--- config.mk ---
export PLATFORM = sky130hd
export DESIGN_NAME = mcct_cfg
export DESIGN_NICKNAME = d
export VERILOG_FILES = /design/src/hdl/mcct_pkg.sv /design/src/hdl/mcct_cfg.sv
export SDC_FILE = /design/constraint.sdc
export NUM_CORES = 1
export LEC_CHECK = 0
export BUFFER_PORTS_ARGS = -buffer_cell sky130_fd_sc_hd__buf_2
export CAP_MARGIN = 15
export CORE_UTILIZATION = 46
export DETAILED_ROUTE_END_ITERATION = 10
export MAX_ROUTING_LAYER = met4
export PLACE_DENSITY = 0.83
export SYNTH_ARGS = -nofsm -noshare
export SYNTH_HDL_FRONTEND = slang
export SYNTH_SLANG_ARGS = --single-unit
--- constraint.sdc ---
create_clock -name clk -period 0.8 [get_ports clk]
set_input_delay 0.12 -clock clk [delete_from_list [all_inputs] [get_ports clk]]
set_output_delay 0.12 -clock clk [all_outputs]
set_load 0.1 [all_outputs]
--- src/hdl/mcct_pkg.sv ---
// Shared types, constants and tables for the marching cubes cell triangulator.
package mcct_pkg;

	localparam int GRID_DIM   = 1024;
	localparam int CELL_W     = 10;
	localparam int VAL_W      = 32;
	localparam int STEP_W     = 31;
	localparam int POS_W      = 45;
	localparam int DIFF_W     = VAL_W + 1;
	localparam int PROD_W     = DIFF_W + STEP_W;
	localparam int QUOT_W     = STEP_W;
	localparam int GRID_CMP_W = 18;
	localparam int CFG_IDX_W  = 3;
	localparam int MAX_VERTS  = 15;
	localparam int VCNT_W     = 4;

	localparam logic [CFG_IDX_W-1:0] CFG_ISO      = 3'd0;
	localparam logic [CFG_IDX_W-1:0] CFG_ORIGIN_X = 3'd1;
	localparam logic [CFG_IDX_W-1:0] CFG_ORIGIN_Y = 3'd2;
	localparam logic [CFG_IDX_W-1:0] CFG_ORIGIN_Z = 3'd3;
	localparam logic [CFG_IDX_W-1:0] CFG_STEP_X   = 3'd4;
	localparam logic [CFG_IDX_W-1:0] CFG_STEP_Y   = 3'd5;
	localparam logic [CFG_IDX_W-1:0] CFG_STEP_Z   = 3'd6;

	localparam logic [STEP_W-1:0] STEP_RESET = 31'd65536;

	typedef struct packed {
		logic [VAL_W-1:0]             iso;
		logic [2:0][VAL_W-1:0]        origin;
		logic [2:0][STEP_W-1:0]       step;
	} cfg_t;

	typedef enum logic [2:0] {
		ST_IDLE,
		ST_BASE,
		ST_SETUP,
		ST_MUL,
		ST_DIVS,
		ST_DIVW,
		ST_FIN,
		ST_OUT
	} state_t;

	// corner offsets as {z, y, x}
	localparam logic [2:0] CORNER_OFF [8] = '{
		3'b000, 3'b001, 3'b011, 3'b010, 3'b100, 3'b101, 3'b111, 3'b110
	};

	// edge end corners as {a, b}
	localparam logic [5:0] EDGE_ENDS [12] = '{
		{3'd0, 3'd1}, {3'd1, 3'd2}, {3'd2, 3'd3}, {3'd3, 3'd0},
		{3'd4, 3'd5}, {3'd5, 3'd6}, {3'd6, 3'd7}, {3'd7, 3'd4},
		{3'd0, 3'd4}, {3'd1, 3'd5}, {3'd2, 3'd6}, {3'd3, 3'd7}
	};

	// each row: a leading F marker, then the cut edges, first edge highest
	localparam logic [63:0] TRI_ROWS [256] = '{
	64'hF, 64'hF083, 64'hF019, 64'hF183981, 64'hF12a, 64'hF08312a, 64'hF92a029, 64'hF2832a8a98,
	64'hF3b2, 64'hF0b28b0, 64'hF19023b, 64'hF1b219b98b, 64'hF3a1ba3, 64'hF0a108a8ba,
	64'hF3903b9ba9, 64'hF98aa8b,
	64'hF478, 64'hF430734, 64'hF019847, 64'hF419471731, 64'hF12a847, 64'hF34730412a,
	64'hF92a902847, 64'hF2a9297273794,
	64'hF8473b2, 64'hFb47b24204, 64'hF90184723b, 64'hF47b94b9b2921, 64'hF3a13ba784,
	64'hF1ba14b1047b4, 64'hF47890b9bab03, 64'hF47b4b99ba,
	64'hF954, 64'hF954083, 64'hF054150, 64'hF854835315, 64'hF12a954, 64'hF30812a495,
	64'hF52a542402, 64'hF2a5325354348,
	64'hF95423b, 64'hF0b208b495, 64'hF05401523b, 64'hF21525828b485, 64'hFa3ba13954,
	64'hF4950818a18ba, 64'hF54050b5bab03, 64'hF54858aa8b,
	64'hF978579, 64'hF930953573, 64'hF078017157, 64'hF153357, 64'hF978957a12,
	64'hFa12950530573, 64'hF802825857a52, 64'hF2a5253357,
	64'hF7957893b2, 64'hF95797292027b, 64'hF23b018178157, 64'hFb21b17715,
	64'hF958857a13a3b, 64'hF5705097b010aba0, 64'hFba0b03a50807570, 64'hFba57b5,
	64'hFa65, 64'hF0835a6, 64'hF9015a6, 64'hF1831985a6, 64'hF165261, 64'hF165126308,
	64'hF965906026, 64'hF598582526328,
	64'hF23ba65, 64'hFb08b20a65, 64'hF01923b5a6, 64'hF5a61929b298b, 64'hF63b653513,
	64'hF08b0b50515b6, 64'hF3b6036065059, 64'hF65969bb98,
	64'hF5a6478, 64'hF43047365a, 64'hF1905a6847, 64'hFa65197173794, 64'hF612651478,
	64'hF125526304347, 64'hF847905065026, 64'hF739794329596269,
	64'hF3b2784a65, 64'hF5a647242027b, 64'hF01947823b5a6, 64'hF9219b294b7b45a6,
	64'hF8473b53515b6, 64'hF51b5b610b7b404b, 64'hF059065036b63847, 64'hF65969b4797b9,
	64'hFa4964a, 64'hF4a649a083, 64'hFa01a60640, 64'hF83181686461a, 64'hF149124264,
	64'hF308129249264, 64'hF024426, 64'hF832824426,
	64'hFa49a64b23, 64'hF08228b49a4a6, 64'hF3b201606461a, 64'hF64161a48121b8b1,
	64'hF964936913b63, 64'hF8b1810b61914641, 64'hF3b6360064, 64'hF648b68,
	64'hF7a678a89a, 64'hF0730a709a67a, 64'hFa671a7178180, 64'hFa67a71173,
	64'hF126168189867, 64'hF269291679093739, 64'hF780706602, 64'hF732672,
	64'hF23ba68a89867, 64'hF20727b09767a9a7, 64'hF1801781a767a23b, 64'hFb21b17a61671,
	64'hF896867916b63136, 64'hF091b67, 64'hF7807063b0b60, 64'hF7b6,
	64'hF76b, 64'hF308b76, 64'hF019b76, 64'hF819831b76, 64'hFa126b7, 64'hF12a3086b7,
	64'hF2902a96b7, 64'hF6b72a3a83a98,
	64'hF723627, 64'hF708760620, 64'hF276237019, 64'hF162186198876, 64'hFa76a17137,
	64'hFa7617a187108, 64'hF03707a0a96a7, 64'hF76a7a88a9,
	64'hF684b86, 64'hF36b306046, 64'hF86b846901, 64'hF946963931b36, 64'hF6846b82a1,
	64'hF12a30b06b046, 64'hF4b846b0292a9, 64'hFa93a32943b36463,
	64'hF823842462, 64'hF042462, 64'hF190234246438, 64'hF194142246, 64'hF8138618466a1,
	64'hFa10a06604, 64'hF4634386a3039a93, 64'hFa946a4,
	64'hF49576b, 64'hF083495b76, 64'hF50154076b, 64'hFb76834354315, 64'hF954a1276b,
	64'hF6b712a083495, 64'hF76b54a42a402, 64'hF348354325a52b76,
	64'hF723762549, 64'hF954086062687, 64'hF362376150540, 64'hF628687218485158,
	64'hF954a16176137, 64'hF16a176107870954, 64'hF40a4a503a6a737a, 64'hF76a7a854a48a,
	64'hF6956b9b89, 64'hF36b063056095, 64'hF0b805b01556b, 64'hF6b3635531,
	64'hF12a95b9b8b56, 64'hF0b306b09656912a, 64'hFb85b56805a52025, 64'hF6b36352a3a53,
	64'hF589528562382, 64'hF956960062, 64'hF158180568382628, 64'hF156216,
	64'hF13616a386569896, 64'hFa10a06950560, 64'hF03856a, 64'hFa56,
	64'hFb5a75b, 64'hFb5ab75830, 64'hF5b75ab190, 64'hFa75ab7981831, 64'hFb12b71751,
	64'hF08312717572b, 64'hF9759279022b7, 64'hF75272b592328982,
	64'hF25a235375, 64'hF820852875a25, 64'hF9015a35373a2, 64'hF982921872a25752,
	64'hF135375, 64'hF087071175, 64'hF903935537, 64'hF987597,
	64'hF5845a8ab8, 64'hF5045b05abb30, 64'hF01984a8aba45, 64'hFab4a45b34941314,
	64'hF2512852b8458, 64'hF04b0b345b2b151b, 64'hF0250592b5458b85, 64'hF9452b3,
	64'hF25a352345384, 64'hF5a2524420, 64'hF3a235a385458019, 64'hF5a2524192942,
	64'hF845853351, 64'hF045105, 64'hF845853905035, 64'hF945,
	64'hF4b749b9ab, 64'hF0834979b79ab, 64'hF1ab1b414074b, 64'hF3143481a474bab4,
	64'hF4b79b492b912, 64'hF9749b791b2b1083, 64'hFb74b42240, 64'hFb74b42834324,
	64'hF29a279237749, 64'hF9a7974a27870207, 64'hF37a3a274a1a040a, 64'hF1a2874,
	64'hF491417713, 64'hF491417081871, 64'hF403743, 64'hF487,
	64'hF9a8ab8, 64'hF30939bb9a, 64'hF01a0a88ab, 64'hF31ab3a, 64'hF12b1b99b8,
	64'hF30939b1292b9, 64'hF02b80b, 64'hF32b,
	64'hF23828aa89, 64'hF9a2092, 64'hF23828a0181a8, 64'hF1a2, 64'hF138918, 64'hF091,
	64'hF038, 64'hF
	};

	function automatic logic [VCNT_W-1:0] row_len(input logic [63:0] row);
		logic [VCNT_W-1:0] len;
		len = '0;
		for (int k = 0; k < 16; k++) begin
			if (row[4*k +: 4] != 4'd0) begin
				len = VCNT_W'(k);
			end
		end
		return len;
	endfunction

endpackage

--- src/hdl/mcct_cfg.sv ---
// Configuration register file: threshold, grid origin and cell steps.
module mcct_cfg (
	input  logic                             clk,
	input  logic                             arst_n,
	input  logic                             cfg_we,
	input  logic [mcct_pkg::CFG_IDX_W-1:0]   cfg_index,
	input  logic [mcct_pkg::VAL_W-1:0]       cfg_data,
	output mcct_pkg::cfg_t                   cfg
);
	import mcct_pkg::*;

	cfg_t cfg_q;

	always_ff @(posedge clk or negedge arst_n) begin
		if (!arst_n) begin
			cfg_q.iso    <= '0;
			cfg_q.origin <= '0;
			cfg_q.step   <= {3{STEP_RESET}};
		end else if (cfg_we) begin
			unique case (cfg_index)
				CFG_ISO:      cfg_q.iso       <= cfg_data;
				CFG_ORIGIN_X: cfg_q.origin[0] <= cfg_data;
				CFG_ORIGIN_Y: cfg_q.origin[1] <= cfg_data;
				CFG_ORIGIN_Z: cfg_q.origin[2] <= cfg_data;
				CFG_STEP_X:   cfg_q.step[0]   <= cfg_data[STEP_W-1:0];
				CFG_STEP_Y:   cfg_q.step[1]   <= cfg_data[STEP_W-1:0];
				CFG_STEP_Z:   cfg_q.step[2]   <= cfg_data[STEP_W-1:0];
				default: ;
			endcase
		end
	end

	assign cfg = cfg_q;

endmodule

==> results of run 1 <==
layer usage:
| layer | GRT usage | overflow |
|---|---|---|
| met1 | 0.8637 | 3 |
| met2 | 0.9787 | 94 |
| met3 | 0.7237 | 5 |
| met4 | 0.9084 | 93 |
| met5 | - | - |
logic make-up after synthesis:
| group | synth area share |
|---|---|
| flip-flops | 0.6588 |
| multiplexers | 0.3097 |
| buffers and inverters | 0.02174 |
| AND/OR/NAND/NOR | 0.009830 |
through the flow:
| stage | setup WS [ns] | std cells | hold slack [ns] | TNS [ns] |
|---|---|---|---|---|
| after CTS | -0.6480 | 1118 | 0.08770 | -114.86 |
| after detailed placement | -0.6758 | 965 | 0.06134 | -133.85 |
| after global placement | -0.6123 | 965 | 0.05350 | -121.29 |
| after floorplan | -0.5236 | 474 | -0.1756 | -92.31 |
what timing repair did:
action | in CTS
setup buffers | 68
hold buffers | 33
setup endpoints to repair | 442
gates cloned | 8
pin swaps | 4
endpoints found under the hold margin | 434
gates resized for setup | 159
==> out/qor.yml, run 1 <==
htree_levels: 1
cts_buffers: 24
cts_buffer_depth: 3
syn-mean-instance-area_um2: 17.72
die_w_um: 137.1
dp_hpwl_mm: 18.59
synthCells: 474
tool.error: "[ERROR GRT-0232] Routing congestion too high. Check the congestion heatmap in the GUI."
yosysTopAreaCellShare: 0.6494
worstEpCategory: "output port"
synth_cell_types: 13
yosys_most_used_dff: "dfrtp_1"
ys_ff_latch: 221
initial_core_util: 0.4692
die_h_um: 137.1
synth_edf_count: 0
synth_async_sr_flop_share: 1.000
status: "aborted with a tool error"
syn_area_mm2: 0.008401
antenna_found_initial: 10
grt_max_degree: 36
worst_endpoint: "cfg[78]"
cts-root-buf: "clkbuf_16"
synth_area_leader_cell: "dfrtp_1"
placed_area_mm2: 0.01421
yosysSeqAreaShare: 0.6588
yosys-top-cells-area: "dfrtp_1 (65%), mux2_2 (22%), mux2_4 (5.4%)"
gp_congestion: 0.7673
clock_sinks: 221
synth.most_common_cell: "dfrtp_1"
num_rows: 49
port_buffers: 258
ys_warn_count: 0
synth_nets: 512
gr-usage-all-layers: 0.8725
stop_stage: "global routing (5_1_grt)"
ioPinCount: 259
globalRoute.totalOverflow: 195
synth_common_cells: "dfrtp_1 (218), mux2_2 (166), mux2_4 (30), mux2_1 (25), buf_2 (14)"
==> inputs of run 2 (changes only) <==
- CORE_UTILIZATION: 46 -> 35
- MAX_ROUTING_LAYER: met4 -> default
- PLACE_DENSITY: 0.83 -> default
- PLACE_DENSITY_LB_ADDON: default -> 0.15
- clock period: 0.8 -> 1 ns (I/O delays scaled with it)
==> run 2 against run 1 <==
  * The flow now finishes, with violations (negative setup slack)
  * Synthesized cell count did not move
  * Synthesized area unchanged
==> out/qor.yml, run 2 <==
crit_type: "flip-flop to primary output"
post-route-util: 0.6698
start_kind: "flip-flop"
place_worst_setup_slack_ns: -0.4960
drc: 0
wl_per_cell_um: 20.70
stdcell_count: 1193
fillers: 1567
crit_path_cell_trace: "buf_12"
path_delay_family: "flip-flops"
worst_slack_ns: -0.4563
max_stage_delay_ns: 0.63
crit_path_end_kind: "primary output"
cts-root-buf: "clkbuf_16"
synth_edf_count: 0
yosys-top-cells-area: "dfrtp_1 (65%), mux2_2 (22%), mux2_4 (5.4%)"
cts_buffer_depth: 3
die_h_um: 156.9
yosys_most_used_dff: "dfrtp_1"
grt_first_pass_wirelength_mm: 38.04
vdd_drop_max_v: 0.001690
syn-mean-instance-area_um2: 17.72
place_inst: 1057
gp_congestion: 0.7494
finalPower_mw: 49.55
power.density_mw_per_mm2: 3152
die_w_um: 156.9
hold_class: "input port to flip-flop"
status: "complete, but fails checks"
insertion_delay_ns: 0.52
hp-start: "cfg_data[23]"
globalRoute.totalOverflow: 0
synth.most_common_cell: "dfrtp_1"
grt_pass1_vias: 6295
design_area_mm2: 0.01572
synth_async_sr_flop_share: 1.000
synth_common_cells: "dfrtp_1 (218), mux2_2 (166), mux2_4 (30), mux2_1 (25), buf_2 (14)"
layout_common_cells: "buf_12 (232), dfrtp_2 (184), mux2_4 (120)"
clock_sinks: 221
dp_hpwl_mm: 17.31
cp_max_fo: 2
port_buffers: 258
ant_nets: 0
fin_hold_ws_ns: 0.01885
crit_start: "cfg[47]"
ys_ff_latch: 221
finalSetupTns_ns: -57.95
rsz0062_at_grt: "true"
synth_cell_types: 13
hold_viol: 0
tritoncts: "built"
antenna_found_initial: 2
synth_nets: 512
failed_checks: "negative setup slack"
synthCells: 474
finClkSkew_ns: 0
slew_violations: 0
cap_violations: 0
clkTransAtPathRegs_ns: 0.06
drt-initial-drc-count: 173
cp.buffers_inverters: 1
vias: 5563
worstPathRequired_ns: 0.85
cpMaxStageDelayCell: "dfstp_4"
ys_warn_count: 0
relSlewSlack: 0.7379
firstDrtPassIters: 4
syn2layout_area_growth_pct: 87.15
setup_viol_count_final: 223
placed_area_mm2: 0.01423
cts_buffers: 25
synth_area_leader_cell: "dfrtp_1"
initial_core_util: 0.3579
grt_max_degree: 44
yosysTopAreaCellShare: 0.6494
tightestPinTransition_ns: 0.3925
yosysSeqAreaShare: 0.6588
fin_crit_sh: 1.456
routed_wl_mm: 24.69
max_freq_mhz: 686.7
p_leak_nw: 6.929
ioPinCount: 259
largest_reg_flops: 221
syn_area_mm2: 0.008401
drive_above_1_share: 0.9118
cp.arrival_ns: 1.31
fin_nets: 892
r2r_start: "cfg[216]"
num_rows: 56
layout_commonest_cell: "buf_12"
dieArea_mm2: 0.02463
gr-usage-all-layers: 0.2043
core_area_mm2: 0.02347
htree_levels: 1
fin_crit_ns: 1.456
via_per_inst: 4.663
## run 2: cell counts after synthesis
No cell type changed its count.
## run 2: path summary, 6_finish.rpt
path	to	slack [ns]	cells past startpoint
worst min register to register	cfg[3]	0.55	1
worst max-delay path	cfg[47]	-0.46	1
min in group asynchronous	cfg[19]	0.11	2
worst max register to register	cfg[216]	-0.07	3
max in group asynchronous	cfg[95]	0.31	3
worst min-delay path	cfg[212]	0.02	2
## run 2: power breakdown
group | internal, mW | switching (mW)
clock | 4.72 | 3.54
sequential | 11.3 | 2.28
combinational | 10.5 | 17.2
## run 2: what timing repair did
item / CTS / global route
endpoints found under the hold margin: 424 / 0
endpoints found under the setup margin: 221 / 227
resized for setup: 0 / 3
setup buffers: 42 / 16
hold buffers: 32 / 0
## run 2: kinds of logic after synthesis
family	share of synthesized area
buffers and inverters	0.02174
flip-flops	0.6588
multiplexers	0.3097
AND/OR/NAND/NOR	0.009830
## run 2: layout make-up
type / instances / area, um^2 / share of cell area
Antenna cell: 1 / 2.502 / 0.0001592
Clock buffer: 37 / 680.7 / 0.04329
Tap cell: 319 / 399.1 / 0.02539
Timing Repair Buffer: 378 / 5748 / 0.3656
Multi-Input combinational cell: 228 / 3052 / 0.1941
Clock inverter: 9 / 52.55 / 0.003343
Sequential cell: 221 / 5787 / 0.3681
## run 2: worst register-to-register path: stages, from the launching register on
cell	delay, ns
dfrtp_1	0.42
buf_4	0.16
buf_4	0.12
mux2_4	0.26
## run 2: routing by layer
layer	track usage	vias to the layer above	wire length (um)
li1	-	2446	-
met1	0.2606	2879	10280
met3	0.06691	37	2006
met5	0	-	10
met4	0.05789	2	602
met2	0.3316	199	11790
(Power assumes the default switching activity.)
==> inputs of run 3 (changes only) <==
- ABC_AREA: default -> 1
==> run 3 against run 2 <==
  * The flow still finishes with violations (negative setup slack)
  * Clock-buffer cell count fell by 4
  * Register-to-register slack improved by 0.24 ns
  * Non-clock buffer count fell by 22
  * Synthesized area rose by 1.6%
  * Die area rose by 1.6%
  * Via count rose by 38%
  * Hold slack improved by 0.022 ns
  * Critical path type unchanged
  * Largest cell class unchanged
==> out/qor.yml, run 3 <==
setup_viol_count_final: 221
place_worst_setup_slack_ns: -0.2402
num_rows: 56
finalPower_mw: 44.82
cts-root-buf: "clkbuf_16"
htree_levels: 1
fillers: 1805
antenna_found_initial: 2
relSlewSlack: 0.8001
max_stage_delay_ns: 0.63
max_freq_mhz: 682.9
crit_start: "cfg[78]"
failed_checks: "negative setup slack"
grt-busiest-layer: "met2"
synth_area_leader_cell: "dfrtp_1"
ff_latch_area_mm2: 0.005818
ys_warn_count: 0
drive_above_1_share: 0.4507
cp_max_fo: 2
cts_buffers: 24
syn_area_mm2: 0.008534
synth_async_sr_flop_share: 1.000
hold_class: "input port to asynchronous set/reset pin"
grt_pass1_vias: 7671
yosysTopAreaCellShare: 0.6392
syn-mean-instance-area_um2: 8.844
dp_hpwl_mm: 20.67
crit_path_end_kind: "primary output"
clkTransAtPathRegs_ns: 0.07
crit_path_cell_trace: "buf_12"
multi_input_area_mm2: 0.002766
vdd_drop_max_v: 0.001450
fin_nets: 1329
power.density_mw_per_mm2: 2905
layout_commonest_cell: "nand2_1"
cp.arrival_ns: 1.31
initial_core_util: 0.3604
ant_nets: 0
drc: 0
routed_wl_mm: 29.68
placed_area_mm2: 0.01416
synthCells: 965
gp_congestion: 0.8074
fin_hold_ws_ns: 0.04089
post-route-util: 0.6514
port_buffers: 258
layout_common_cells: "nand2_1 (548), buf_12 (235), dfrtp_2 (218)"
firstDrtPassIters: 6
syn2layout_area_growth_pct: 80.77
die_w_um: 158.2
synth.most_common_cell: "nand2_1"
via_per_inst: 4.734
die_h_um: 158.2
met1_usage: 0.3168
ys_ff_latch: 221
insertion_delay_ns: 0.51
largest_reg_flops: 221
p_leak_nw: 7.459
synth_cell_types: 11
cap_violations: 0
cts_buffer_depth: 3
worstPathRequired_ns: 0.85
drt-initial-drc-count: 432
finClkSkew_ns: 0
wl_per_cell_um: 18.24
yosys-top-cells-area: "dfrtp_1 (64%), nand2_1 (24%), nand3_1 (7.4%)"
grt_first_pass_wirelength_mm: 45.44
tightestPinTransition_ns: 0.2999
r2r_start: "cfg[78]"
cpMaxStageDelayCell: "dfstp_4"
status: "complete, but fails checks"
fin_crit_ns: 1.464
cp.buffers_inverters: 1
slew_violations: 0
design_area_mm2: 0.01543
core_area_mm2: 0.02368
hold_viol: 0
ioPinCount: 259
tritoncts: "built"
path_delay_family: "flip-flops"
yosysSeqAreaShare: 0.6484
worst_slack_ns: -0.4643
rsz0062_at_grt: "true"
globalRoute.totalOverflow: 0
synth_common_cells: "nand2_1 (548), dfrtp_1 (218), nand3_1 (127), buf_2 (29), clkbuf_1 (27)"
crit_type: "flip-flop to primary output"
grt_max_degree: 56
use_met2: 0.3926
vias: 7702
fin_crit_sh: 1.464
clock_sinks: 221
synth_edf_count: 0
start_kind: "flip-flop"
yosys_most_used_dff: "dfrtp_1"
use_met3: 0.06433
synth_nets: 1003
gr-usage-all-layers: 0.2420
dieArea_mm2: 0.02501
[run 3: changes by cell type after synthesis, sizes merged, moves of 2 or more]
| cell | before | now |
|---|---|---|
| nand2 | 0 | 548 |
| nand4b | 3 | 0 |
| clkbuf | 0 | 27 |
| nand3 | 0 | 127 |
| mux2 | 221 | 0 |
| buf | 25 | 29 |
| nor2 | 0 | 7 |
| nor4bb | 2 | 0 |
| inv | 0 | 6 |
[run 3: power by group]
part	switching, mW	internal (mW)	total, mW
combinational	15.2	7.60	22.8
clock	3.58	5.54	9.12
sequential	1.93	11.0	12.9
[run 3: timing repair]
| action | 4_1_cts | 5_1_grt |
|---|---|---|
| hold endpoints to repair | 411 | 0 |
| hold buffers | 33 | 0 |
| cloned | 0 | 0 |
| setup buffers | 9 | 8 |
| gates resized for setup | 0 | 0 |
| setup endpoints to repair | 221 | 221 |
[run 3: final cells by class]
class / count / share of cell area
timing repair buffer: 356 / 0.3638
clock inverter: 9 / 0.007786
clock buffer: 33 / 0.04444
antenna: 1 / 0.0001622
tap: 319 / 0.02587
inverter: 6 / 0.001460
multi-input combinational: 682 / 0.1793
sequential: 221 / 0.3771
[run 3: cell families after synthesis]
logic type             share of synthesized area
flip-flops                                0.6484
buffers and inverters                    0.03152
AND/OR/NAND/NOR                           0.3200
[run 3: worst paths after layout]
path	end	slack, ns	depth (start not counted)
min reg2reg	cfg[214]	0.51	2
min in group clk	cfg[214]	0.17	5
max	cfg[78]	-0.46	1
max in group asynchronous	cfg[60]	0.35	4
max reg2reg	cfg[78]	0.17	2
min	cfg[190]	0.04	2
[run 3: routing by layer]
metal	share of wire	vias to the layer above
met5	0.00044	-
met4	0.022	2
met3	0.081	49
met2	0.48	281
met1	0.41	3705
li1	-	3665
[run 3: worst register-to-register path, cell delays in order, from the launching register on]
cell,delay (ns)
dfstp_4,0.63
nand2_1,0.07
nand2_1,0.07
[run 3: metrics by stage]
stage,cells,TNS (ns)
2_1_floorplan,965,0
3_3_place_gp,1534,-31.67
3_5_place_dp,1534,-38.33
4_1_cts,1618,-61.59
5_1_grt,1626,-63.46
6_report,1627,-57.02
