<file path="src/hdl/mcct_pkg.sv">
// Shared types, constants and tables for the marching cubes cell triangulator.
package mcct_pkg;

	localparam int GRID_DIM   = 1024;
	localparam int CELL_W     = 10;
	localparam int VAL_W      = 32;
	localparam int STEP_W     = 31;
	localparam int POS_W      = 45;
	localparam int DIFF_W     = VAL_W + 1;
	localparam int PROD_W     = DIFF_W + STEP_W;
	localparam int QUOT_W     = STEP_W;
	localparam int GRID_CMP_W = 18;
	localparam int CFG_IDX_W  = 3;
	localparam int MAX_VERTS  = 15;
	localparam int VCNT_W     = 4;

	localparam logic [CFG_IDX_W-1:0] CFG_ISO      = 3'd0;
	localparam logic [CFG_IDX_W-1:0] CFG_ORIGIN_X = 3'd1;
	localparam logic [CFG_IDX_W-1:0] CFG_ORIGIN_Y = 3'd2;
	localparam logic [CFG_IDX_W-1:0] CFG_ORIGIN_Z = 3'd3;
	localparam logic [CFG_IDX_W-1:0] CFG_STEP_X   = 3'd4;
	localparam logic [CFG_IDX_W-1:0] CFG_STEP_Y   = 3'd5;
	localparam logic [CFG_IDX_W-1:0] CFG_STEP_Z   = 3'd6;

	localparam logic [STEP_W-1:0] STEP_RESET = 31'd65536;

	typedef struct packed {
		logic [VAL_W-1:0]             iso;
		logic [2:0][VAL_W-1:0]        origin;
		logic [2:0][STEP_W-1:0]       step;
	} cfg_t;

	typedef enum logic [2:0] {
		ST_IDLE,
		ST_BASE,
		ST_SETUP,
		ST_MUL,
		ST_DIVS,
		ST_DIVW,
		ST_FIN,
		ST_OUT
	} state_t;

	// corner offsets as {z, y, x}
	localparam logic [2:0] CORNER_OFF [8] = '{
		3'b000, 3'b001, 3'b011, 3'b010, 3'b100, 3'b101, 3'b111, 3'b110
	};

	// edge end corners as {a, b}
	localparam logic [5:0] EDGE_ENDS [12] = '{
		{3'd0, 3'd1}, {3'd1, 3'd2}, {3'd2, 3'd3}, {3'd3, 3'd0},
		{3'd4, 3'd5}, {3'd5, 3'd6}, {3'd6, 3'd7}, {3'd7, 3'd4},
		{3'd0, 3'd4}, {3'd1, 3'd5}, {3'd2, 3'd6}, {3'd3, 3'd7}
	};

	// each row: a leading F marker, then the cut edges, first edge highest
	localparam logic [63:0] TRI_ROWS [256] = '{
	64'hF, 64'hF083, 64'hF019, 64'hF183981, 64'hF12a, 64'hF08312a, 64'hF92a029, 64'hF2832a8a98,
	64'hF3b2, 64'hF0b28b0, 64'hF19023b, 64'hF1b219b98b, 64'hF3a1ba3, 64'hF0a108a8ba,
	64'hF3903b9ba9, 64'hF98aa8b,
	64'hF478, 64'hF430734, 64'hF019847, 64'hF419471731, 64'hF12a847, 64'hF34730412a,
	64'hF92a902847, 64'hF2a9297273794,
	64'hF8473b2, 64'hFb47b24204, 64'hF90184723b, 64'hF47b94b9b2921, 64'hF3a13ba784,
	64'hF1ba14b1047b4, 64'hF47890b9bab03, 64'hF47b4b99ba,
	64'hF954, 64'hF954083, 64'hF054150, 64'hF854835315, 64'hF12a954, 64'hF30812a495,
	64'hF52a542402, 64'hF2a5325354348,
	64'hF95423b, 64'hF0b208b495, 64'hF05401523b, 64'hF21525828b485, 64'hFa3ba13954,
	64'hF4950818a18ba, 64'hF54050b5bab03, 64'hF54858aa8b,
	64'hF978579, 64'hF930953573, 64'hF078017157, 64'hF153357, 64'hF978957a12,
	64'hFa12950530573, 64'hF802825857a52, 64'hF2a5253357,
	64'hF7957893b2, 64'hF95797292027b, 64'hF23b018178157, 64'hFb21b17715,
	64'hF958857a13a3b, 64'hF5705097b010aba0, 64'hFba0b03a50807570, 64'hFba57b5,
	64'hFa65, 64'hF0835a6, 64'hF9015a6, 64'hF1831985a6, 64'hF165261, 64'hF165126308,
	64'hF965906026, 64'hF598582526328,
	64'hF23ba65, 64'hFb08b20a65, 64'hF01923b5a6, 64'hF5a61929b298b, 64'hF63b653513,
	64'hF08b0b50515b6, 64'hF3b6036065059, 64'hF65969bb98,
	64'hF5a6478, 64'hF43047365a, 64'hF1905a6847, 64'hFa65197173794, 64'hF612651478,
	64'hF125526304347, 64'hF847905065026, 64'hF739794329596269,
	64'hF3b2784a65, 64'hF5a647242027b, 64'hF01947823b5a6, 64'hF9219b294b7b45a6,
	64'hF8473b53515b6, 64'hF51b5b610b7b404b, 64'hF059065036b63847, 64'hF65969b4797b9,
	64'hFa4964a, 64'hF4a649a083, 64'hFa01a60640, 64'hF83181686461a, 64'hF149124264,
	64'hF308129249264, 64'hF024426, 64'hF832824426,
	64'hFa49a64b23, 64'hF08228b49a4a6, 64'hF3b201606461a, 64'hF64161a48121b8b1,
	64'hF964936913b63, 64'hF8b1810b61914641, 64'hF3b6360064, 64'hF648b68,
	64'hF7a678a89a, 64'hF0730a709a67a, 64'hFa671a7178180, 64'hFa67a71173,
	64'hF126168189867, 64'hF269291679093739, 64'hF780706602, 64'hF732672,
	64'hF23ba68a89867, 64'hF20727b09767a9a7, 64'hF1801781a767a23b, 64'hFb21b17a61671,
	64'hF896867916b63136, 64'hF091b67, 64'hF7807063b0b60, 64'hF7b6,
	64'hF76b, 64'hF308b76, 64'hF019b76, 64'hF819831b76, 64'hFa126b7, 64'hF12a3086b7,
	64'hF2902a96b7, 64'hF6b72a3a83a98,
	64'hF723627, 64'hF708760620, 64'hF276237019, 64'hF162186198876, 64'hFa76a17137,
	64'hFa7617a187108, 64'hF03707a0a96a7, 64'hF76a7a88a9,
	64'hF684b86, 64'hF36b306046, 64'hF86b846901, 64'hF946963931b36, 64'hF6846b82a1,
	64'hF12a30b06b046, 64'hF4b846b0292a9, 64'hFa93a32943b36463,
	64'hF823842462, 64'hF042462, 64'hF190234246438, 64'hF194142246, 64'hF8138618466a1,
	64'hFa10a06604, 64'hF4634386a3039a93, 64'hFa946a4,
	64'hF49576b, 64'hF083495b76, 64'hF50154076b, 64'hFb76834354315, 64'hF954a1276b,
	64'hF6b712a083495, 64'hF76b54a42a402, 64'hF348354325a52b76,
	64'hF723762549, 64'hF954086062687, 64'hF362376150540, 64'hF628687218485158,
	64'hF954a16176137, 64'hF16a176107870954, 64'hF40a4a503a6a737a, 64'hF76a7a854a48a,
	64'hF6956b9b89, 64'hF36b063056095, 64'hF0b805b01556b, 64'hF6b3635531,
	64'hF12a95b9b8b56, 64'hF0b306b09656912a, 64'hFb85b56805a52025, 64'hF6b36352a3a53,
	64'hF589528562382, 64'hF956960062, 64'hF158180568382628, 64'hF156216,
	64'hF13616a386569896, 64'hFa10a06950560, 64'hF03856a, 64'hFa56,
	64'hFb5a75b, 64'hFb5ab75830, 64'hF5b75ab190, 64'hFa75ab7981831, 64'hFb12b71751,
	64'hF08312717572b, 64'hF9759279022b7, 64'hF75272b592328982,
	64'hF25a235375, 64'hF820852875a25, 64'hF9015a35373a2, 64'hF982921872a25752,
	64'hF135375, 64'hF087071175, 64'hF903935537, 64'hF987597,
	64'hF5845a8ab8, 64'hF5045b05abb30, 64'hF01984a8aba45, 64'hFab4a45b34941314,
	64'hF2512852b8458, 64'hF04b0b345b2b151b, 64'hF0250592b5458b85, 64'hF9452b3,
	64'hF25a352345384, 64'hF5a2524420, 64'hF3a235a385458019, 64'hF5a2524192942,
	64'hF845853351, 64'hF045105, 64'hF845853905035, 64'hF945,
	64'hF4b749b9ab, 64'hF0834979b79ab, 64'hF1ab1b414074b, 64'hF3143481a474bab4,
	64'hF4b79b492b912, 64'hF9749b791b2b1083, 64'hFb74b42240, 64'hFb74b42834324,
	64'hF29a279237749, 64'hF9a7974a27870207, 64'hF37a3a274a1a040a, 64'hF1a2874,
	64'hF491417713, 64'hF491417081871, 64'hF403743, 64'hF487,
	64'hF9a8ab8, 64'hF30939bb9a, 64'hF01a0a88ab, 64'hF31ab3a, 64'hF12b1b99b8,
	64'hF30939b1292b9, 64'hF02b80b, 64'hF32b,
	64'hF23828aa89, 64'hF9a2092, 64'hF23828a0181a8, 64'hF1a2, 64'hF138918, 64'hF091,
	64'hF038, 64'hF
	};

	function automatic logic [VCNT_W-1:0] row_len(input logic [63:0] row);
		logic [VCNT_W-1:0] len;
		len = '0;
		for (int k = 0; k < 16; k++) begin
			if (row[4*k +: 4] != 4'd0) begin
				len = VCNT_W'(k);
			end
		end
		return len;
	endfunction

endpackage

</file>
<file path="src/hdl/mcct_div.sv">
// Restoring divider, one quotient bit a cycle, quotient known to fit QUOT_W bits.
module mcct_div (
	input  logic                          clk,
	input  logic                          arst_n,
	input  logic                          start,
	input  logic [mcct_pkg::PROD_W-1:0]   num,
	input  logic [mcct_pkg::DIFF_W-1:0]   den,
	output logic                          done,
	output logic [mcct_pkg::QUOT_W-1:0]   quot
);
	import mcct_pkg::*;

	localparam int CNT_W = $clog2(QUOT_W + 1);

	logic [DIFF_W-1:0] rem_q;
	logic [DIFF_W-1:0] den_q;
	logic [QUOT_W-1:0] lo_q;
	logic [QUOT_W-1:0] quot_q;
	logic [CNT_W-1:0]  cnt_q;
	logic              done_q;
	logic [DIFF_W:0]   trial;
	logic [DIFF_W:0]   diff;
	logic              take;

	always_comb begin
		trial = {rem_q, lo_q[QUOT_W-1]};
		diff  = trial - {1'b0, den_q};
		take  = trial >= {1'b0, den_q};
	end

	always_ff @(posedge clk or negedge arst_n) begin
		if (!arst_n) begin
			cnt_q  <= '0;
			done_q <= 1'b0;
		end else begin
			done_q <= 1'b0;
			if (start) begin
				cnt_q <= CNT_W'(QUOT_W);
			end else if (cnt_q != '0) begin
				cnt_q <= cnt_q - 1'b1;
				if (cnt_q == CNT_W'(1)) begin
					done_q <= 1'b1;
				end
			end
		end
	end

	always_ff @(posedge clk) begin
		if (start) begin
			rem_q  <= num[PROD_W-1:QUOT_W];
			lo_q   <= num[QUOT_W-1:0];
			den_q  <= den;
			quot_q <= '0;
		end else if (cnt_q != '0) begin
			rem_q  <= take ? diff[DIFF_W-1:0] : trial[DIFF_W-1:0];
			lo_q   <= {lo_q[QUOT_W-2:0], 1'b0};
			quot_q <= {quot_q[QUOT_W-2:0], take};
		end
	end

	assign done = done_q;
	assign quot = quot_q;

endmodule

</file>
<file path="config.mk">
export PLATFORM = sky130hd
export DESIGN_NAME = mcct_div
export DESIGN_NICKNAME = d
export VERILOG_FILES = /design/src/hdl/mcct_pkg.sv /design/src/hdl/mcct_div.sv
export SDC_FILE = /design/constraint.sdc
export NUM_CORES = 1
export LEC_CHECK = 0
export ABC_AREA = 0
export BUFFER_PORTS_ARGS = -buffer_cell sky130_fd_sc_hd__buf_2
export CORE_UTILIZATION = 55
export CTS_CLUSTER_SIZE = 14
export DETAILED_ROUTE_END_ITERATION = 8
export PLACE_DENSITY = 0.85
export SETUP_SLACK_MARGIN = 0.15
export SLEW_MARGIN = 20
export SYNTH_ARGS = -nofsm -noshare
export SYNTH_HDL_FRONTEND = slang
export SYNTH_SLANG_ARGS = --single-unit
</file>
<file path="constraint.sdc">
create_clock -name clk -period 10.9 [get_ports clk]
set_clock_uncertainty 0.05 [all_clocks]
set_input_delay 2.725 -clock clk [delete_from_list [all_inputs] [get_ports clk]]
set_output_delay 2.725 -clock clk [all_outputs]
set_load 0.05 [all_outputs]
</file>
==> run_results.csv, run 1 <==
group,metric,value,unit
routing,viasPerCell,5.59,
power_and_ir_drop,p_per_area,250,nW/um2
synth,synth_ff_type,"edfxtp_1",
cts,clk_pin_slew,0.06,ns
sta,rsz0062_at_grt,"false",
cts,cts_made_buffers,17,
die,core_area,12700,um2
sta,setup_violations,0,
flow_run,drv_cap,0,
worst_hold_path,holdPathStages,2,
critical_path,path_cells,"buf_4, inv_1, nand2_2, buf_4",
critical_path,worstRegToRegCells,12,
layout,drive_gt1_share,25.4,%
critical_path,cp_common_cell,"buf_4",
cts,cts_setup_buffers,0,
critical_path,critPathCaptureType,"flip-flop",
cts,clk_path_buf_depth,2,
synth,yosysSeqAreaShare,50.9,%
sta,final.period_utilization,40.9,%
critical_path,critPathTopFamily,"buffers and inverters",
routing,postRouteAntennaNets,0,
synth,async_flop_share,4.48,%
critical_path,critPathMaxStageDelay,0.58,ns
sta,slew_headroom,50.7,%
cts,h-tree-depth,4,
critical_path,worstPathArrival,4.47,ns
synth,yosysWarnings,0,
sta,timing.fmax,0.224,GHz
critical_path,timing.rr.end,"rem_q[28]",
worst_hold_path,hp-start,"quot[30]",
critical_path,path_buf_inv,3,
routing,wl_per_cell,15.3,um
worst_hold_path,min_to,"quot[30]",
layout,nets,967,
sta,hold_viol,0,
die,die_h,117,um
critical_path,r2r-start,"lo_q[30]",
die,die-area,13600,um2
critical_path,cp.required,10.90,ns
synth,synth_area_leaders,"edfxtp_1 (40%), dfxtp_1 (8.6%), nand2_1 (6.3%)",
routing,drt_iter0_drc,414,
routing,drc,0,
critical_path,critPathSlowestCell,"buf_4",
synth,synth_area,7240,um2
die,die_w,117,um
grt,gr-usage-all-layers,24.0,%
power_and_ir_drop,vdd.ir_drop.worst,0.131,mV
worst_hold_path,hp-class,"flip-flop to flip-flop",
synth,yosysTopAreaCellShare,40.2,%
synth,yosysTopAreaCell,"edfxtp_1",
die,io_pins,132,
cts,cts_tree,"yes",
grt,grt_pass1_wl,24900,um
placed_design,portBuffers,131,
synth,synth_nets,839,
grt,grt_max_degree,63,
sta,slew_viol_final,0,
placed_design,place_congestion,0.836,
synth,avgSynthCellArea,10.3,um2
power_and_ir_drop,leakagePower,0.00376,uW
sta,setup-tns-final,0,ns
die,fp-row-count,41,
die,initial_core_util,56.9,%
cts,hold_buffers,0,
run_status,outcome,"complete, no violations",
synth,synth_cells,702,
sta,hold_ws,0.407,ns
synth,synth-edff-count,97,
layout,area_growth,19.1,%
cts,ctsRootBufferMaster,"clkbuf_16",
critical_path,crit_fanout,56,
grt,grt-ovfl-total,0,
cts,clkLatencyLatePin,0.43,ns
synth,synth_seq_cells,134,
grt,grt_pass1_vias,5375,
critical_path,rrSetupSlack,7.39,ns
sta,worst_pin_slew,0.739,ns
cts,cts_sinks,134,
placed_design,place_hpwl,10400,um
critical_path,critPathKind,"input pin to flip-flop",
layout,diodes,0,
critical_path,crit_path_start_kind,"input pin",
grt,antenna_found_initial,0,
cts,cts_resized,0,
synth,synth_cell_types,67,
routing,wl,15500,um
sta,min_period,4.46,ns
routing,vias,5671,
routing,dr.pass1.iters,5,
worst reg2reg max path: stages (launching register included):
cell      delay, ns
edfxtp_1       0.35
inv_1          0.07
ha_1           0.16
inv_1          0.06
fa_1           0.40
a21o_1         0.22
a221oi_1       0.39
o21a_2         0.31
o211ai_2       0.13
nand2_2        0.13
o31a_4         0.40
nor2_1         0.21
a221o_1        0.37
routing by layer:
layer,wire length (um),global-route usage (%),vias up
met5,0,0,-
met4,213,7.59,0
met3,1040,7.84,22
met2,7330,39.1,156
met1,6910,30.4,2688
li1,-,-,2805
power by group:
group | internal, uW | switching, uW | total [uW]
Sequential | 658 | 48.6 | 707
Clock | 348 | 217 | 566
Combinational | 378 | 504 | 882
Total | 1380 | 770 | 2150
synth_stat cells (2+ instances only):
cell / instances
a2bb2oi_1: 3
nor2b_1: 5
nor3_1: 4
a21o_1: 17
o21ai_2: 2
nand4_1: 2
o31ai_1: 5
edfxtp_1: 97
a21oi_1: 66
a31oi_1: 21
nor4b_1: 2
a211o_1: 2
ha_1: 36
nand2_1: 122
or2_2: 2
nor2_1: 40
mux2_2: 30
a31o_2: 2
a21oi_2: 2
clkbuf_1: 20
and2_1: 3
o21ai_1: 2
or4_1: 2
inv_1: 44
dfxtp_1: 31
nand4b_1: 2
a221o_1: 5
xnor2_1: 14
nand3_1: 12
and3_1: 12
xor2_1: 11
o21a_1: 2
or3_1: 6
a221oi_1: 2
dfrtp_1: 6
a311oi_1: 3
buf_6: 2
a211oi_1: 8
mux2i_1: 6
o21ai_0: 19
buf_2: 4
state kept, by name, summed over array words and instances (netlist names):
register / cells
cnt_q: 5
done: 1
den_q: 33
lo_q: 31
quot: 31
rem_q: 33
worst max-delay path by stage:
stage,startpoint,to,slack [ns],cells past startpoint
after floorplan,start,lo_q[0],5.65,4
after global placement,start,lo_q[12],6.03,4
after detailed placement,start,lo_q[13],5.95,4
after CTS,start,lo_q[23],6.40,4
after global routing,start,rem_q[11],6.29,4
final,start,rem_q[13],6.44,4
cells in the final DEF, fill, tap and decap left out, drive strengths merged, types with 2 or more instances in the layout:
cell type and n:
xor2 11, or4 2, a311oi 3, a21oi 68
nand4b 2, mux2i 6, dfrtp 6, inv 48
buf 137, a211oi 8, or3 6, clkbuf 23
and2 3, or2 2, nor4b 2, a221oi 2
clkinv 3, nand3 12, nand4 2, o21a 3
a21o 17, nor2 41, a2bb2oi 3, a221o 5
nor2b 5, a31o 2, nand2 123, mux2 31
a2111oi 2, xnor2 14, a31oi 21, and3 12
edfxtp 97, o31ai 6, dfxtp 31, o21ai 23
a211o 2, nor3 4, ha 36
logic make-up (layout without fill, tap and decap cells):
group	Yosys count	after routing	share of synthesized area [%]
AO/OA/AOI/OAI	177	177	16.4
multiplexers	37	37	5.70
adder cells (fa/ha/maj)	37	37	6.50
flip-flops	134	134	50.9
AND/OR/NAND/NOR	220	220	13.4
buffers and inverters	72	213	4.17
XOR/XNOR	25	25	3.02
area by class of cell:
type / count / area, um2
multi-input combinational: 496 / 3260
clock inverter: 9 / 87.6
clock buffer: 23 / 500
timing repair buffer: 137 / 711
inverter: 44 / 165
tap: 172 / 215
sequential: 134 / 3680
fill: 1017 / 4100
stage by stage:
step           setup slack, ns  power [uW]  area (um2)  instances  utilization, %
6_report                  6.44        2150        8630       1015            67.8
5_1_grt                   6.29        2300        8630       1015            67.8
4_1_cts                   6.40        2150        8610       1014            67.7
3_5_place_dp              5.95        1580        8020        982            63.1
3_3_place_gp              6.03        1560        8020        982            63.1
2_1_floorplan             5.65        1410        7240        702               -
(Power assumes the default switching activity.)
==> inputs of run 2 (changes only) <==
clock period = 4.15 ns   (was 10.9 ns; I/O delays follow)
==> run_results.csv, run 2 (synthesis gave the netlist of run 1 again) <==
group,metric,value,unit
power_and_ir_drop,vdd.ir_drop.worst,0.461,mV
cts,clk_pin_slew,0.06,ns
critical_path,critPathLaunch,"lo_q[30]",
run_status,outcome,"complete, no violations",
layout,fillers,1023,
sta,setup_violations,0,
sta,final.period_utilization,84.7,%
sta,slew_viol_final,0,
layout,drive_gt1_share,25.6,%
sta,slew_headroom,56.2,%
power_and_ir_drop,leakagePower,0.00378,uW
placed_design,place_hpwl,10700,um
sta,rsz0062_at_grt,"false",
routing,drt_iter0_drc,337,
layout,final_common_cell,"buf_2",
cts,cts_sinks,134,
routing,dr.pass1.iters,5,
critical_path,crit_path_start_kind,"flip-flop",
flow_run,drv_cap,0,
sta,min_period,3.52,ns
layout,area_growth,19.3,%
critical_path,worstPathArrival,3.63,ns
placed_design,dp_cells,984,
sta,hold_ws,0.383,ns
layout,stdcell_count,1017,
routing,m1WireLength,6900,um
routing,wl_per_cell,15.4,um
cts,cts_made_buffers,17,
sta,hold_viol,0,
critical_path,critPathCaptureType,"flip-flop",
sta,timing.fmax,0.284,GHz
routing,postRouteAntennaNets,0,
die,core_area,12700,um2
critical_path,r2r-start,"lo_q[30]",
cts,hold_buffers,0,
layout,most-common-layout-cells,"buf_2 (130), nand2_1 (121), edfxtp_1 (97)",
power_and_ir_drop,p_per_area,653,nW/um2
routing,dr.max_layer_used,"met5",
grt,grt_pass1_wl,24700,um
grt,grt_max_degree,52,
grt,gr-usage-all-layers,23.6,%
die,io_pins,132,
sta,fin_ws,0.633,ns
die,die-area,13600,um2
placed_design,portBuffers,131,
layout,largestRegisters,"den_q: 33 flops, rem_q: 33 flops",
critical_path,critPathKind,"flip-flop to flip-flop",
cts,cts_tree,"yes",
placed_design,place_ws,0.694,ns
routing,wl_met3,1170,um
critical_path,cp.required,4.27,ns
die,die_h,117,um
sta,worst_pin_slew,0.655,ns
die,die_w,117,um
routing,wl_met2,7380,um
sta,setup-tns-final,0,ns
cts,h-tree-depth,4,
placed_design,place_congestion,0.859,
grt,grt_pass1_vias,5408,
routing,viasPerCell,5.58,
die,initial_core_util,56.9,%
routing,vias,5673,
routing,drc,0,
layout,multi_input_area,3260,um2
layout,regArea,3680,um2
grt,antenna_found_initial,2,
critical_path,crit_fanout,33,
worst_hold_path,hp-class,"input pin to async pin",
cts,clkLatencyLatePin,0.42,ns
cts,cts_setup_buffers,0,
grt,grt-ovfl-total,0,
cts,ctsRootBufferMaster,"clkbuf_16",
cts,cts_resized,0,
routing,wl,15600,um
die,fp-row-count,41,
layout,nets,968,
cts,clk_path_buf_depth,2,
run 2: cell types whose count changed in the layout (fill, tap and decap cells not counted), sizes merged:
cell      change
clkinv        +3
buf           +1
bufinv        -1
clkinvlp      -1
diode         +1
inv           -1
run 2: per-stage QoR:
| step | cell area (um2) | total power, uW | util (%) |
|---|---|---|---|
| after floorplan | 7240 | 3720 | - |
| after global placement | 8050 | 4100 | 63.3 |
| after detailed placement | 8050 | 4150 | 63.3 |
| after CTS | 8630 | 5640 | 67.9 |
| after global routing | 8630 | 5980 | 67.9 |
| final | 8640 | 5640 | 67.9 |
run 2: area by class of cell:
type	count	area share (%)
Sequential cell	134	42.6
Clock buffer	23	6.04
Tap cell	172	2.49
Multi-Input combinational cell	496	37.8
Clock inverter	9	0.724
Timing Repair Buffer	138	8.37
Inverter	44	1.91
Antenna cell	1	0.0290
run 2: report_power, final:
group          total [uW]  switching [uW]  internal [uW]
registers            1850             126           1730
logic                2320            1330            985
clock network        1470             580            889
run 2: path summary, 6_finish.rpt:
| kind | to | slack, ns | cells past startpoint |
|---|---|---|---|
| max in group asynchronous | cnt_q[2] | 3.51 | 1 |
| min in group clk | quot[30] | 0.41 | 2 |
| max | rem_q[28] | 0.63 | 12 |
| min | cnt_q[3] | 0.38 | 1 |
| max reg2reg | rem_q[28] | 0.63 | 12 |
| min reg2reg | quot[30] | 0.41 | 2 |
run 2: per-layer routing:
layer	vias to the layer above	GRT usage, %
met5	-	0
met3	17	8.61
met1	2662	29.2
li1	2804	-
met4	2	7.00
met2	188	38.8
run 2: critical path, cell delays in order (launching register included):
cell	delay (ns)
edfxtp_1	0.35
inv_1	0.08
ha_1	0.16
inv_1	0.06
fa_1	0.41
a21o_1	0.22
a221oi_1	0.44
o21a_2	0.31
o211ai_2	0.11
nand2_2	0.12
o31a_4	0.38
nor2_1	0.20
a221o_1	0.36
==> inputs of run 3 (changes only) <==
clock period = 3.6 ns   (was 4.15 ns; I/O delays follow)
==> run_results.csv, run 3 (synthesis gave the netlist of run 1 again) <==
group,metric,value,unit
critical_path,path_cells,"ha_1, a21o_1, a21o_1, a21oi_2, o21ai_2, a2111oi_4, o31a_4, nor2_1, a221o_1",
sta,rsz0062_at_grt,"false",
layout,fillers,1019,
die,io_pins,132,
die,fp-row-count,41,
die,core_area,12700,um2
routing,drc,0,
die,die_h,117,um
cts,cts_tree,"yes",
die,initial_core_util,56.9,%
cts,clk_path_buf_depth,2,
cts,clk_pin_slew,0.06,ns
cts,clkLatencyLatePin,0.42,ns
placed_design,portBuffers,131,
routing,dr.max_layer_used,"met5",
routing,vias,5735,
layout,largestRegisters,"den_q: 33 flops, rem_q: 33 flops",
sta,timing.fmax,0.309,GHz
routing,wl_per_cell,15.5,um
power_and_ir_drop,leakagePower,0.00381,uW
cts,cts_made_buffers,17,
critical_path,worstPathArrival,3.35,ns
critical_path,cp_common_cell,"a21o_1",
critical_path,critPathCaptureType,"flip-flop",
sta,setup-tns-final,0,ns
critical_path,timing.rr.end,"rem_q[28]",
grt,grt_pass1_vias,5611,
sta,hold_viol,0,
layout,final_common_cell,"buf_2",
grt,gr-usage-all-layers,25.1,%
routing,wl_met2,7510,um
grt,grt_pass1_wl,26000,um
layout,diodes,0,
layout,most-common-layout-cells,"buf_2 (130), nand2_1 (121), edfxtp_1 (97)",
power_and_ir_drop,vdd.ir_drop.worst,0.435,mV
routing,viasPerCell,5.62,
routing,m1WireLength,6870,um
critical_path,critPathSlowestCell,"a2111oi_4",
layout,drive_gt1_share,26.1,%
layout,post-route-util,68.4,%
placed_design,place_congestion,0.854,
die,die_w,117,um
critical_path,critPathMaxStageDelay,0.48,ns
die,die-area,13600,um2
cts,hold_buffers,0,
critical_path,cp.required,3.72,ns
grt,grt_max_degree,46,
sta,setup_violations,0,
cts,cts_sinks,134,
flow_run,drv_cap,0,
sta,slew_viol_final,0,
routing,postRouteAntennaNets,0,
layout,area_growth,20.1,%
placed_design,place_hpwl,10900,um
sta,final.period_utilization,89.9,%
worst_hold_path,hp-class,"input pin to async pin",
grt,grt-ovfl-total,0,
routing,drt_iter0_drc,298,
cts,ctsRootBufferMaster,"clkbuf_16",
sta,slew_headroom,57.7,%
grt,antenna_found_initial,1,
routing,wl,15800,um
sta,worst_pin_slew,0.634,ns
routing,wl_met3,1210,um
run_status,outcome,"complete, no violations",
critical_path,critPathKind,"flip-flop to flip-flop",
critical_path,worstRegToRegCells,9,
routing,dr.pass1.iters,6,
critical_path,crit_fanout,15,
critical_path,rrSetupSlack,0.36,ns
sta,min_period,3.24,ns
layout,nets,973,
critical_path,crit_path_start_kind,"flip-flop",
cts,h-tree-depth,4,
critical_path,r2r-start,"rem_q[22]",
power_and_ir_drop,p_per_area,758,nW/um2
==> run 3: repair_timing <==
| item | 4_1_cts | 5_1_grt |
|---|---|---|
| buffers inserted | 0 | 0 |
| gates resized for setup | 0 | 1 |
| endpoints found under the hold margin | 0 | 0 |
| endpoints found under the setup margin | 0 | 6 |
==> run 3: critical path, delay by kind of cell, from the launching register on <==
kind	cells	cell delay, ns
compound gates	7	1.95
flops	1	0.42
fa+ha+maj	1	0.41
simple gates	1	0.17
==> run 3: metal layers <==
layer	vias up	track usage, %
met4	2	9.03
met5	-	0
li1	2819	-
met3	24	8.30
met2	199	40.5
met1	2691	31.5
==> run 3: cell type report <==
class	count	area [um2]	share of cell area [%]
multi-input cells	496	3270	37.6
repair buffers	143	764	8.79
clock buffers	25	549	6.32
inverters	44	165	1.90
well taps	172	215	2.47
clock inverters	7	50.0	0.575
flip-flops and latches	134	3680	42.4
==> run 3: metrics by stage <==
step | std cells | area (um2) | setup slack, ns | hold WS, ns | total power [uW]
detailed placement | 988 | 8080 | 0.279 | 0.409 | 4800
CTS | 1020 | 8680 | 0.242 | 0.238 | 6560
global route | 1021 | 8700 | 0.200 | 0.239 | 7030
floorplan | 702 | 7240 | 0.626 | 0.425 | 4280
global placement | 988 | 8080 | 0.378 | 0.388 | 4760
finish | 1021 | 8700 | 0.363 | 0.249 | 6590
==> run 3: power by group <==
group / internal (uW) / leakage, uW / switching, uW
Clock: 1070 / 0.000301 / 664
Combinational: 1160 / 0.00220 / 1560
Sequential: 1990 / 0.00131 / 145
==> run 3: worst max path at each step <==
stage / startpoint / end / slack, ns
after floorplan: lo_q[30] / rem_q[26] / 0.63
after global placement: den_q[0] / rem_q[2] / 0.38
after detailed placement: den_q[0] / rem_q[2] / 0.28
after CTS: den_q[0] / rem_q[2] / 0.24
after global routing: rem_q[22] / rem_q[28] / 0.20
final: rem_q[22] / rem_q[28] / 0.36
